## src/hdl/crt_pkg.sv

```systemverilog
package crt_pkg;
   localparam int MAX_PAIRS_DEF    = 8;
   localparam int MODULUS_BITS_DEF = 8;
   localparam int PROD_W           = 64;

   localparam logic [1:0] ERR_OK       = 2'd0;
   localparam logic [1:0] ERR_COPRIME  = 2'd1;
   localparam logic [1:0] ERR_OVERFLOW = 2'd2;

   // one restoring division request/answer between sequencer and divider
   typedef struct packed {
      logic              start;
      logic [PROD_W-1:0] dividend;
      logic [7:0]        divisor;
   } div_req_type;

   typedef struct packed {
      logic              done;
      logic [PROD_W-1:0] quotient;
      logic [7:0]        remainder;
   } div_rsp_type;
endpackage

```

## src/hdl/crt_div.sv

```systemverilog
// bit-serial restoring divider, one quotient bit per cycle
module crt_div (
   input  logic                 clock,
   input  logic                 reset,
   input  crt_pkg::div_req_type req,
   output crt_pkg::div_rsp_type rsp
);
   import crt_pkg::*;

   localparam int CNT_W = $clog2(PROD_W + 1);

   logic [PROD_W-1:0] quo_ff, quo_in;
   logic [8:0]        rem_ff, rem_in;
   logic [7:0]        dvs_ff, dvs_in;
   logic [CNT_W-1:0]  cnt_ff, cnt_in;
   logic              busy_ff, busy_in;
   logic              done_ff, done_in;
   logic [8:0]        trial;
   logic [8:0]        diff;

   always_comb begin
      quo_in  = quo_ff;
      rem_in  = rem_ff;
      dvs_in  = dvs_ff;
      cnt_in  = cnt_ff;
      busy_in = busy_ff;
      done_in = 1'b0;
      trial   = {rem_ff[7:0], quo_ff[PROD_W-1]};
      diff    = trial - {1'b0, dvs_ff};
      if (req.start) begin
         quo_in  = req.dividend;
         rem_in  = '0;
         dvs_in  = req.divisor;
         cnt_in  = CNT_W'(PROD_W);
         busy_in = 1'b1;
      end else if (busy_ff) begin
         if (!diff[8]) begin
            rem_in = diff;
            quo_in = {quo_ff[PROD_W-2:0], 1'b1};
         end else begin
            rem_in = trial;
            quo_in = {quo_ff[PROD_W-2:0], 1'b0};
         end
         cnt_in = cnt_ff - 1'b1;
         if (cnt_ff == CNT_W'(1)) begin
            busy_in = 1'b0;
            done_in = 1'b1;
         end
      end
   end

   always_ff @(posedge clock) begin
      quo_ff <= quo_in;
      rem_ff <= rem_in;
      dvs_ff <= dvs_in;
      cnt_ff <= cnt_in;
      if (reset) begin
         busy_ff <= 1'b0;
         done_ff <= 1'b0;
      end else begin
         busy_ff <= busy_in;
         done_ff <= done_in;
      end
   end

   assign rsp.done      = done_ff;
   assign rsp.quotient  = quo_ff;
   assign rsp.remainder = rem_ff[7:0];
endmodule

```

## src/hdl/crt_combine.sv

```systemverilog
// channel | direction | fields
// req     | in        | req_residue[7:0] req_modulus[7:0] req_last
// rsp     | out       | rsp_solution[63:0] rsp_product[63:0] rsp_error[1:0]
//
// a beat is stored while the store has room; the 8x64 product multiply is
// done in the same cycle
// a last beat starts the combine on the one shared serial divider; per pair
// the steps are fetch and check, cofactor, cofactor mod m, euclid steps (one
// division each, then a final check), residue mod m, multiply-mod and
// accumulate; the result register then loads in S_OUT once the previous
// result has left the output register
// reset is synchronous and clears the pair count, running product, overflow, output valid and the fsm
// req_stall is high from the last beat until its result is in the output
// register; a result beat waiting on rsp_stall does not block new beats
module crt_combine #(
   parameter int MAX_PAIRS    = crt_pkg::MAX_PAIRS_DEF,
   parameter int MODULUS_BITS = crt_pkg::MODULUS_BITS_DEF
) (
   input  logic                    clock,
   input  logic                    reset,
   input  logic                    req_valid,
   output logic                    req_stall,
   input  logic [7:0]              req_residue,
   input  logic [7:0]              req_modulus,
   input  logic                    req_last,
   output logic                    rsp_valid,
   input  logic                    rsp_stall,
   output logic [crt_pkg::PROD_W-1:0] rsp_solution,
   output logic [crt_pkg::PROD_W-1:0] rsp_product,
   output logic [1:0]              rsp_error
);
   import crt_pkg::*;

   localparam int IDX_W = (MAX_PAIRS > 1) ? $clog2(MAX_PAIRS) : 1;
   localparam int CNT_W = $clog2(MAX_PAIRS + 1);
   localparam logic [7:0] FMASK = 8'((1 << MODULUS_BITS) - 1);

   typedef enum logic [12:0] {
      S_LOAD   = 13'b0000000000001,
      S_FETCH  = 13'b0000000000010,
      S_PAIR   = 13'b0000000000100,
      S_COF    = 13'b0000000001000,
      S_CMOD   = 13'b0000000010000,
      S_EUC    = 13'b0000000100000,
      S_EUCW   = 13'b0000001000000,
      S_RMOD   = 13'b0000010000000,
      S_AMUL   = 13'b0000100000000,
      S_AMOD   = 13'b0001000000000,
      S_TERM   = 13'b0010000000000,
      S_ACC    = 13'b0100000000000,
      S_OUT    = 13'b1000000000000
   } state_type;

   state_type         state_ff, state_in;
   logic [7:0]        res_mem [MAX_PAIRS];
   logic [7:0]        mod_mem [MAX_PAIRS];
   logic [CNT_W-1:0]  count_ff, count_in;
   logic [PROD_W-1:0] prod_ff, prod_in;
   logic              ovf_ff, ovf_in;
   logic [IDX_W-1:0]  idx_ff, idx_in;
   logic [7:0]        m_ff, r_ff;
   logic [PROD_W-1:0] cof_ff, cof_in;
   logic [PROD_W-1:0] x_ff, x_in;
   logic [PROD_W-1:0] term_ff, term_in;
   logic [PROD_W-1:0] gap_ff, gap_in;
   logic [8:0]        ea_ff, ea_in, eb_ff, eb_in;
   logic signed [9:0] es_ff, es_in, esn_ff, esn_in;
   logic [7:0]        inv_ff, inv_in;
   logic [15:0]       pa_ff, pa_in;
   logic [1:0]        err_ff, err_in;
   logic              vld_ff, vld_in;
   logic [PROD_W-1:0] sol_ff, sol_in, oprod_ff, oprod_in;
   logic [1:0]        oerr_ff, oerr_in;
   div_req_type       dreq;
   div_rsp_type       drsp;
   logic [7:0]        fres, fmod;
   logic              take;
   logic [IDX_W-1:0]  wr_idx;
   logic signed [9:0] s_adj;

   crt_div u_div (.clock(clock), .reset(reset), .req(dreq), .rsp(drsp));

   assign fres      = req_residue & FMASK;
   assign fmod      = req_modulus & FMASK;
   assign req_stall = (state_ff != S_LOAD);
   assign take      = req_valid && !req_stall;
   assign wr_idx    = count_ff[IDX_W-1:0];

   // stored pair is read through a register, in the cycle after idx_ff settles
   always_ff @(posedge clock) begin
      if (take && count_ff < CNT_W'(MAX_PAIRS)) begin
         res_mem[wr_idx] <= fres;
         mod_mem[wr_idx] <= fmod;
      end
      m_ff <= mod_mem[idx_ff];
      r_ff <= res_mem[idx_ff];
   end

   always_comb begin
      s_adj = es_ff;
      if (es_ff < 0) s_adj = es_ff + $signed({2'b00, m_ff});
   end

   always_comb begin
      state_in = state_ff;
      count_in = count_ff;
      prod_in  = prod_ff;
      ovf_in   = ovf_ff;
      idx_in   = idx_ff;
      cof_in   = cof_ff;
      x_in     = x_ff;
      term_in  = term_ff;
      gap_in   = gap_ff;
      ea_in    = ea_ff;
      eb_in    = eb_ff;
      es_in    = es_ff;
      esn_in   = esn_ff;
      inv_in   = inv_ff;
      pa_in    = pa_ff;
      err_in   = err_ff;
      vld_in   = vld_ff && rsp_stall;
      sol_in   = sol_ff;
      oprod_in = oprod_ff;
      oerr_in  = oerr_ff;
      dreq     = '0;
      case (state_ff)
         S_LOAD: begin
            if (take) begin
               if (count_ff < CNT_W'(MAX_PAIRS)) begin
                  count_in = count_ff + 1'b1;
                  prod_in  = prod_ff * {56'd0, fmod};
               end else begin
                  ovf_in = 1'b1;
               end
               if (req_last) begin
                  idx_in   = '0;
                  x_in     = '0;
                  err_in   = ERR_OK;
                  state_in = S_FETCH;
               end
            end
         end
         S_FETCH: begin
            state_in = S_PAIR;
         end
         S_PAIR: begin
            if (ovf_ff) begin
               err_in   = ERR_OVERFLOW;
               state_in = S_OUT;
            end else if ({1'b0, idx_ff} >= (IDX_W+1)'(count_ff)) begin
               state_in = S_OUT;
            end else if (m_ff == 8'd0 || prod_ff == '0) begin
               err_in   = ERR_COPRIME;
               state_in = S_OUT;
            end else begin
               dreq.start    = 1'b1;
               dreq.dividend = prod_ff;
               dreq.divisor  = m_ff;
               state_in      = S_COF;
            end
         end
         S_COF: begin
            if (drsp.done) begin
               cof_in        = drsp.quotient;
               dreq.start    = 1'b1;
               dreq.dividend = drsp.quotient;
               dreq.divisor  = m_ff;
               state_in      = S_CMOD;
            end
         end
         S_CMOD: begin
            if (drsp.done) begin
               ea_in    = {1'b0, drsp.remainder};
               eb_in    = {1'b0, m_ff};
               es_in    = 10'sd1;
               esn_in   = 10'sd0;
               state_in = S_EUC;
            end
         end
         S_EUC: begin
            if (eb_ff == '0) begin
               if (ea_ff != 9'd1) begin
                  err_in   = ERR_COPRIME;
                  state_in = S_OUT;
               end else begin
                  // s lies within (-m, m)
                  inv_in        = s_adj[7:0];
                  dreq.start    = 1'b1;
                  dreq.dividend = {56'd0, r_ff};
                  dreq.divisor  = m_ff;
                  state_in      = S_RMOD;
               end
            end else begin
               dreq.start    = 1'b1;
               dreq.dividend = {56'd0, ea_ff[7:0]};
               dreq.divisor  = eb_ff[7:0];
               state_in      = S_EUCW;
            end
         end
         S_EUCW: begin
            if (drsp.done) begin
               ea_in    = eb_ff;
               eb_in    = {1'b0, drsp.remainder};
               es_in    = esn_ff;
               esn_in   = es_ff - $signed({2'b00, drsp.quotient[7:0]}) * esn_ff;
               state_in = S_EUC;
            end
         end
         S_RMOD: begin
            if (drsp.done) begin
               pa_in    = drsp.remainder * inv_ff;
               state_in = S_AMUL;
            end
         end
         S_AMUL: begin
            dreq.start    = 1'b1;
            dreq.dividend = {48'd0, pa_ff};
            dreq.divisor  = m_ff;
            state_in      = S_AMOD;
         end
         S_AMOD: begin
            if (drsp.done) begin
               term_in  = cof_ff * {56'd0, drsp.remainder};
               state_in = S_TERM;
            end
         end
         S_TERM: begin
            gap_in   = prod_ff - term_ff;
            state_in = S_ACC;
         end
         S_ACC: begin
            if (x_ff >= gap_ff) x_in = x_ff - gap_ff;
            else x_in = x_ff + term_ff;
            idx_in   = idx_ff + 1'b1;
            if (idx_ff == IDX_W'(MAX_PAIRS - 1)) state_in = S_OUT;
            else state_in = S_FETCH;
         end
         S_OUT: begin
            if (!vld_ff) begin
               vld_in   = 1'b1;
               sol_in   = (err_ff != ERR_OK) ? '0 : x_ff;
               oprod_in = prod_ff;
               oerr_in  = err_ff;
               count_in = '0;
               prod_in  = PROD_W'(1);
               ovf_in   = 1'b0;
               state_in = S_LOAD;
            end
         end
         default: state_in = S_LOAD;
      endcase
   end

   always_ff @(posedge clock) begin
      cof_ff   <= cof_in;
      x_ff     <= x_in;
      term_ff  <= term_in;
      gap_ff   <= gap_in;
      ea_ff    <= ea_in;
      eb_ff    <= eb_in;
      es_ff    <= es_in;
      esn_ff   <= esn_in;
      inv_ff   <= inv_in;
      pa_ff    <= pa_in;
      err_ff   <= err_in;
      idx_ff   <= idx_in;
      sol_ff   <= sol_in;
      oprod_ff <= oprod_in;
      oerr_ff  <= oerr_in;
      if (reset) begin
         state_ff <= S_LOAD;
         count_ff <= '0;
         prod_ff  <= PROD_W'(1);
         ovf_ff   <= 1'b0;
         vld_ff   <= 1'b0;
      end else begin
         state_ff <= state_in;
         count_ff <= count_in;
         prod_ff  <= prod_in;
         ovf_ff   <= ovf_in;
         vld_ff   <= vld_in;
      end
   end

   assign rsp_valid    = vld_ff;
   assign rsp_solution = sol_ff;
   assign rsp_product  = oprod_ff;
   assign rsp_error    = oerr_ff;

   a_stall_busy: assert property (@(posedge clock) disable iff (reset)
      state_ff != S_LOAD |-> req_stall) else $error("input taken while combining");
   a_count_max: assert property (@(posedge clock) disable iff (reset)
      count_ff <= CNT_W'(MAX_PAIRS)) else $error("pair count beyond store");
   a_err_sol: assert property (@(posedge clock) disable iff (reset)
      rsp_valid && rsp_error != ERR_OK |-> rsp_solution == '0)
      else $error("error result with nonzero solution");
   a_sol_below: assert property (@(posedge clock) disable iff (reset)
      rsp_valid && rsp_error == ERR_OK && rsp_product != '0 |->
      rsp_solution < rsp_product) else $error("solution not reduced");
endmodule
```

## config.mk

```make
export PLATFORM = sky130hd
export DESIGN_NAME = crt_combine
export DESIGN_NICKNAME = d
export VERILOG_FILES = /design/src/hdl/crt_pkg.sv /design/src/hdl/crt_div.sv /design/src/hdl/crt_combine.sv
export SDC_FILE = /design/constraint.sdc
export NUM_CORES = 2
export LEC_CHECK = 0
export ABC_AREA = 1
export BUFFER_PORTS_ARGS = -buffer_cell sky130_fd_sc_hd__buf_4
export CORE_ASPECT_RATIO = 1.2
export CORE_MARGIN = 2
export CORE_UTILIZATION = 35
export CTS_BUF_LIST = sky130_fd_sc_hd__clkbuf_2
export CTS_CLUSTER_DIAMETER = 150
export CTS_CLUSTER_SIZE = 8
export DETAILED_ROUTE_END_ITERATION = 8
export HOLD_SLACK_MARGIN = 0.1
export SYNTH_ARGS = -nofsm -noshare
export SYNTH_HDL_FRONTEND = slang
export SYNTH_SLANG_ARGS = --single-unit
```

## constraint.sdc

```tcl
create_clock -name clock -period 9.1 [get_ports clock]
set_input_delay 0 -clock clock [delete_from_list [all_inputs] [get_ports clock]]
set_output_delay 0 -clock clock [all_outputs]
set_load 0.01 [all_outputs]
```

==> flow_summary.json <==
{
  "crit_required_ns": 10.59,
  "drt-total-wl_mm": 320,
  "fin_nets": 12900,
  "die_y_um": 539,
  "hp-class": "input port to flop",
  "ios": 153,
  "whs_ns": 0.306,
  "port_buffers": 152,
  "rsz0062_at_grt": "no",
  "ys_ff_latch": 767,
  "drtIter0Drc": 6359,
  "dp_cells": 14700,
  "ys.warnings.count": 0,
  "cts_resized": 0,
  "worst_pin_slew_ns": 1.23,
  "final_max_slew_viol_count": 0,
  "end_kind": "flop",
  "netlist_area_um2": 83300,
  "placed_area_um2": 87700,
  "detail-route-antenna-nets": 0,
  "cts-root-buf": "clkbuf_2",
  "antenna_found_initial": 24,
  "crit_path_end": "term_ff[31]$_DFFE_PP_",
  "power_density_nw_per_um2": 212,
  "cts_setup_buffers": 0,
  "cts_tree": "built",
  "clk_pin_slew_ns": 0.27,
  "synth-async-reset-ratio_pct": 0,
  "hold_buffers": 73,
  "crit_start": "u_div.rem_ff[4]$_SDFFE_PP0P_",
  "syn_nets": 12800,
  "worstRegToRegCells": 16,
  "clock-skew-final_ns": 0.289,
  "grt_usage_pct": 25.9,
  "crit_type": "flop to flop",
  "gp_congestion": 1.05,
  "arrival_ns": 7.67,
  "cap_viol_max_count": 0,
  "cts_made_buffers": 106,
  "regToRegEndpoint": "term_ff[31]$_DFFE_PP_",
  "die_width_um": 449,
  "status": "finished clean",
  "yosys_most_used_dff": "edfxtp_1",
  "vias": 73900,
  "fillers": 25400,
  "hpwl_mm": 258,
  "ys_seq_area_share_pct": 26.2,
  "p_leak_uw": 0.0494,
  "drive_gt1_share_pct": 4.61,
  "mostFrequentLayoutCell": "nand2_1",
  "initial_core_util_pct": 35.1,
  "stdcell_area_um2": 89500,
  "cts_sinks": 767,
  "first_global_vias": 72700,
  "reg2reg_from": "u_div.rem_ff[4]$_SDFFE_PP0P_",
  "area_growth_pct": 7.35,
  "drc": 0,
  "syn-mean-instance-area_um2": 7.17,
  "fmax_ghz": 0.162,
  "setup_viol": 0,
  "grt_pass1_wl_mm": 467,
  "fin_crit_sh_pct": 67.9,
  "core_um2": 237000,
  "post_drt_wl_per_cell_um": 21.4,
  "synth_cell_types": 54,
  "grt_max_degree": 112,
  "fin_tns_setup_ns": 0,
  "synth_edf_count": 651,
  "clockBufferDepth": 3,
  "peakVddDrop_uv": 155,
  "final_cells": 15000,
  "insertion_delay_ns": 1.90,
  "hold_viol": 0,
  "grt_overflow": 0,
  "syn_inst": 11600,
  "avgViaCountPerCell": 4.94,
  "cts_max_level": 3,
  "num_rows": 196,
  "drtPass1Iterations": 7,
  "final_cell_mix": "nand2_1 (3,462), inv_1 (2,808), nor2_1 (988)",
  "fp.dieArea_um2": 242000,
  "cp_max_fo": 42,
  "start_kind": "flop",
  "r2r_slack_ns": 2.93,
  "relSlewSlack_pct": 18.2,
  "period_needed_ns": 6.17
}
[routing by layer]
metal	wire length (um)	track usage, %
met2	151000	43.6
met3	21000	4.15
met5	187	0
met4	25600	17.9
met1	122000	30.2
[cell usage after synthesis (3+ instances only)]
| cell type | instances | share of area [%] |
|---|---|---|
| a21boi_0 | 8 | 0.072 |
| a21o_1 | 15 | 0.14 |
| a21oi_1 | 526 | 3.2 |
| a31oi_1 | 32 | 0.24 |
| and2_1 | 3 | 0.023 |
| and3_1 | 10 | 0.075 |
| buf_1 | 26 | 0.12 |
| buf_2 | 52 | 0.31 |
| buf_4 | 10 | 0.090 |
| buf_6 | 7 | 0.095 |
| clkbuf_1 | 195 | 0.88 |
| clkbuf_2 | 65 | 0.39 |
| clkinv_1 | 4 | 0.018 |
| dfxtp_1 | 116 | 2.8 |
| edfxtp_1 | 651 | 23 |
| fa_1 | 769 | 18 |
| ha_1 | 422 | 6.3 |
| inv_1 | 2810 | 13 |
| inv_2 | 9 | 0.041 |
| nand2_1 | 3463 | 16 |
| nand2_2 | 15 | 0.11 |
| nand3_1 | 392 | 2.4 |
| nand3_2 | 13 | 0.16 |
| nand3b_1 | 29 | 0.26 |
| nand4_1 | 156 | 1.2 |
| nor2_1 | 992 | 4.5 |
| nor2_2 | 11 | 0.083 |
| nor2_4 | 4 | 0.054 |
| nor3_1 | 66 | 0.40 |
| nor3_2 | 4 | 0.048 |
| nor4_1 | 33 | 0.25 |
| o211ai_1 | 18 | 0.16 |
| o21a_1 | 15 | 0.14 |
| o21ai_0 | 347 | 2.1 |
| o21ai_1 | 15 | 0.090 |
| o21ai_2 | 3 | 0.032 |
| o21bai_1 | 35 | 0.32 |
| o22ai_1 | 19 | 0.14 |
| or2_1 | 3 | 0.023 |
| or2_2 | 28 | 0.21 |
| xnor2_1 | 49 | 0.51 |
| xor2_1 | 173 | 1.8 |
[state kept, by name, indices dropped and copies added (netlist names), 16 cells and up]
register,flops
rsp_solution,64
gap_ff,64
cof_ff,64
term_ff,64
x_ff,64
res_mem,64
pa_ff,16
rsp_product,64
u_div.quo_ff,64
mod_mem,64
prod_ff,64
[report_power, final]
group / total (uW) / switching [uW] / internal, uW
registers: 5300 / 939 / 4360
clock network: 2040 / 1500 / 546
logic: 11700 / 8030 / 3630
[how the worst min path moves through the flow]
stage	start	cells past startpoint	endpoint	slack, ns
after global placement	req_residue[2]	1	res_mem[0][2]$_DFFE_PP_	0.23
after detailed placement	req_residue[2]	1	res_mem[0][2]$_DFFE_PP_	0.23
final	req_modulus[1]	3	mod_mem[2][1]$_DFFE_PP_	0.31
after CTS	req_modulus[1]	3	mod_mem[2][1]$_DFFE_PP_	0.10
after global routing	req_modulus[1]	3	mod_mem[2][1]$_DFFE_PP_	0.23
after floorplan	req_modulus[0]	0	mod_mem[0][0]$_DFFE_PP_	0.1
[stage by stage]
step	worst slack, ns	total power (uW)	util [%]
after floorplan	1.87	12400	-
after global placement	3.11	16700	37.0
after detailed placement	2.99	16700	37.0
after CTS	2.97	18900	37.7
after global routing	2.65	20300	37.7
final	2.93	19000	37.7
[cell type report]
type | instances | area, um^2 | area share [%]
timing repair buffer | 319 | 2590 | 2.90
multi-input combinational | 7684 | 49400 | 55.2
clock buffer | 172 | 861 | 0.962
tap | 3168 | 3960 | 4.43
clock inverter | 10 | 133 | 0.148
inverter | 2823 | 10600 | 11.8
sequential | 767 | 21900 | 24.5
antenna | 17 | 42.5 | 0.0475
[worst max-delay path: stages, from the launching register on]
cell	delay, ns
dfxtp_2	0.87
buf_4	0.60
nand2_1	0.10
inv_1	0.09
fa_1	0.43
fa_1	0.57
fa_1	0.44
fa_1	0.46
ha_1	0.45
nand2_1	0.13
nor2_1	0.14
inv_1	0.08
nor2_1	0.14
inv_1	0.07
nor4_1	0.50
a21oi_1	0.28
xnor2_1	0.49
[logic make-up (layout without fill, tap and decap cells)]
kind of cell	count (synthesis)	count (layout)	synth area share [%]
adder cells (fa/ha/maj)	1191	1191	24.8
flip-flops	767	767	26.2
other	0	17	0
XOR/XNOR	222	222	2.33
buffers and inverters	3178	3324	14.6
AO/OA/AOI/OAI	1039	1039	6.63
AND/OR/NAND/NOR	5232	5232	25.4
Note: power is estimated with default switching activity, not from simulation.
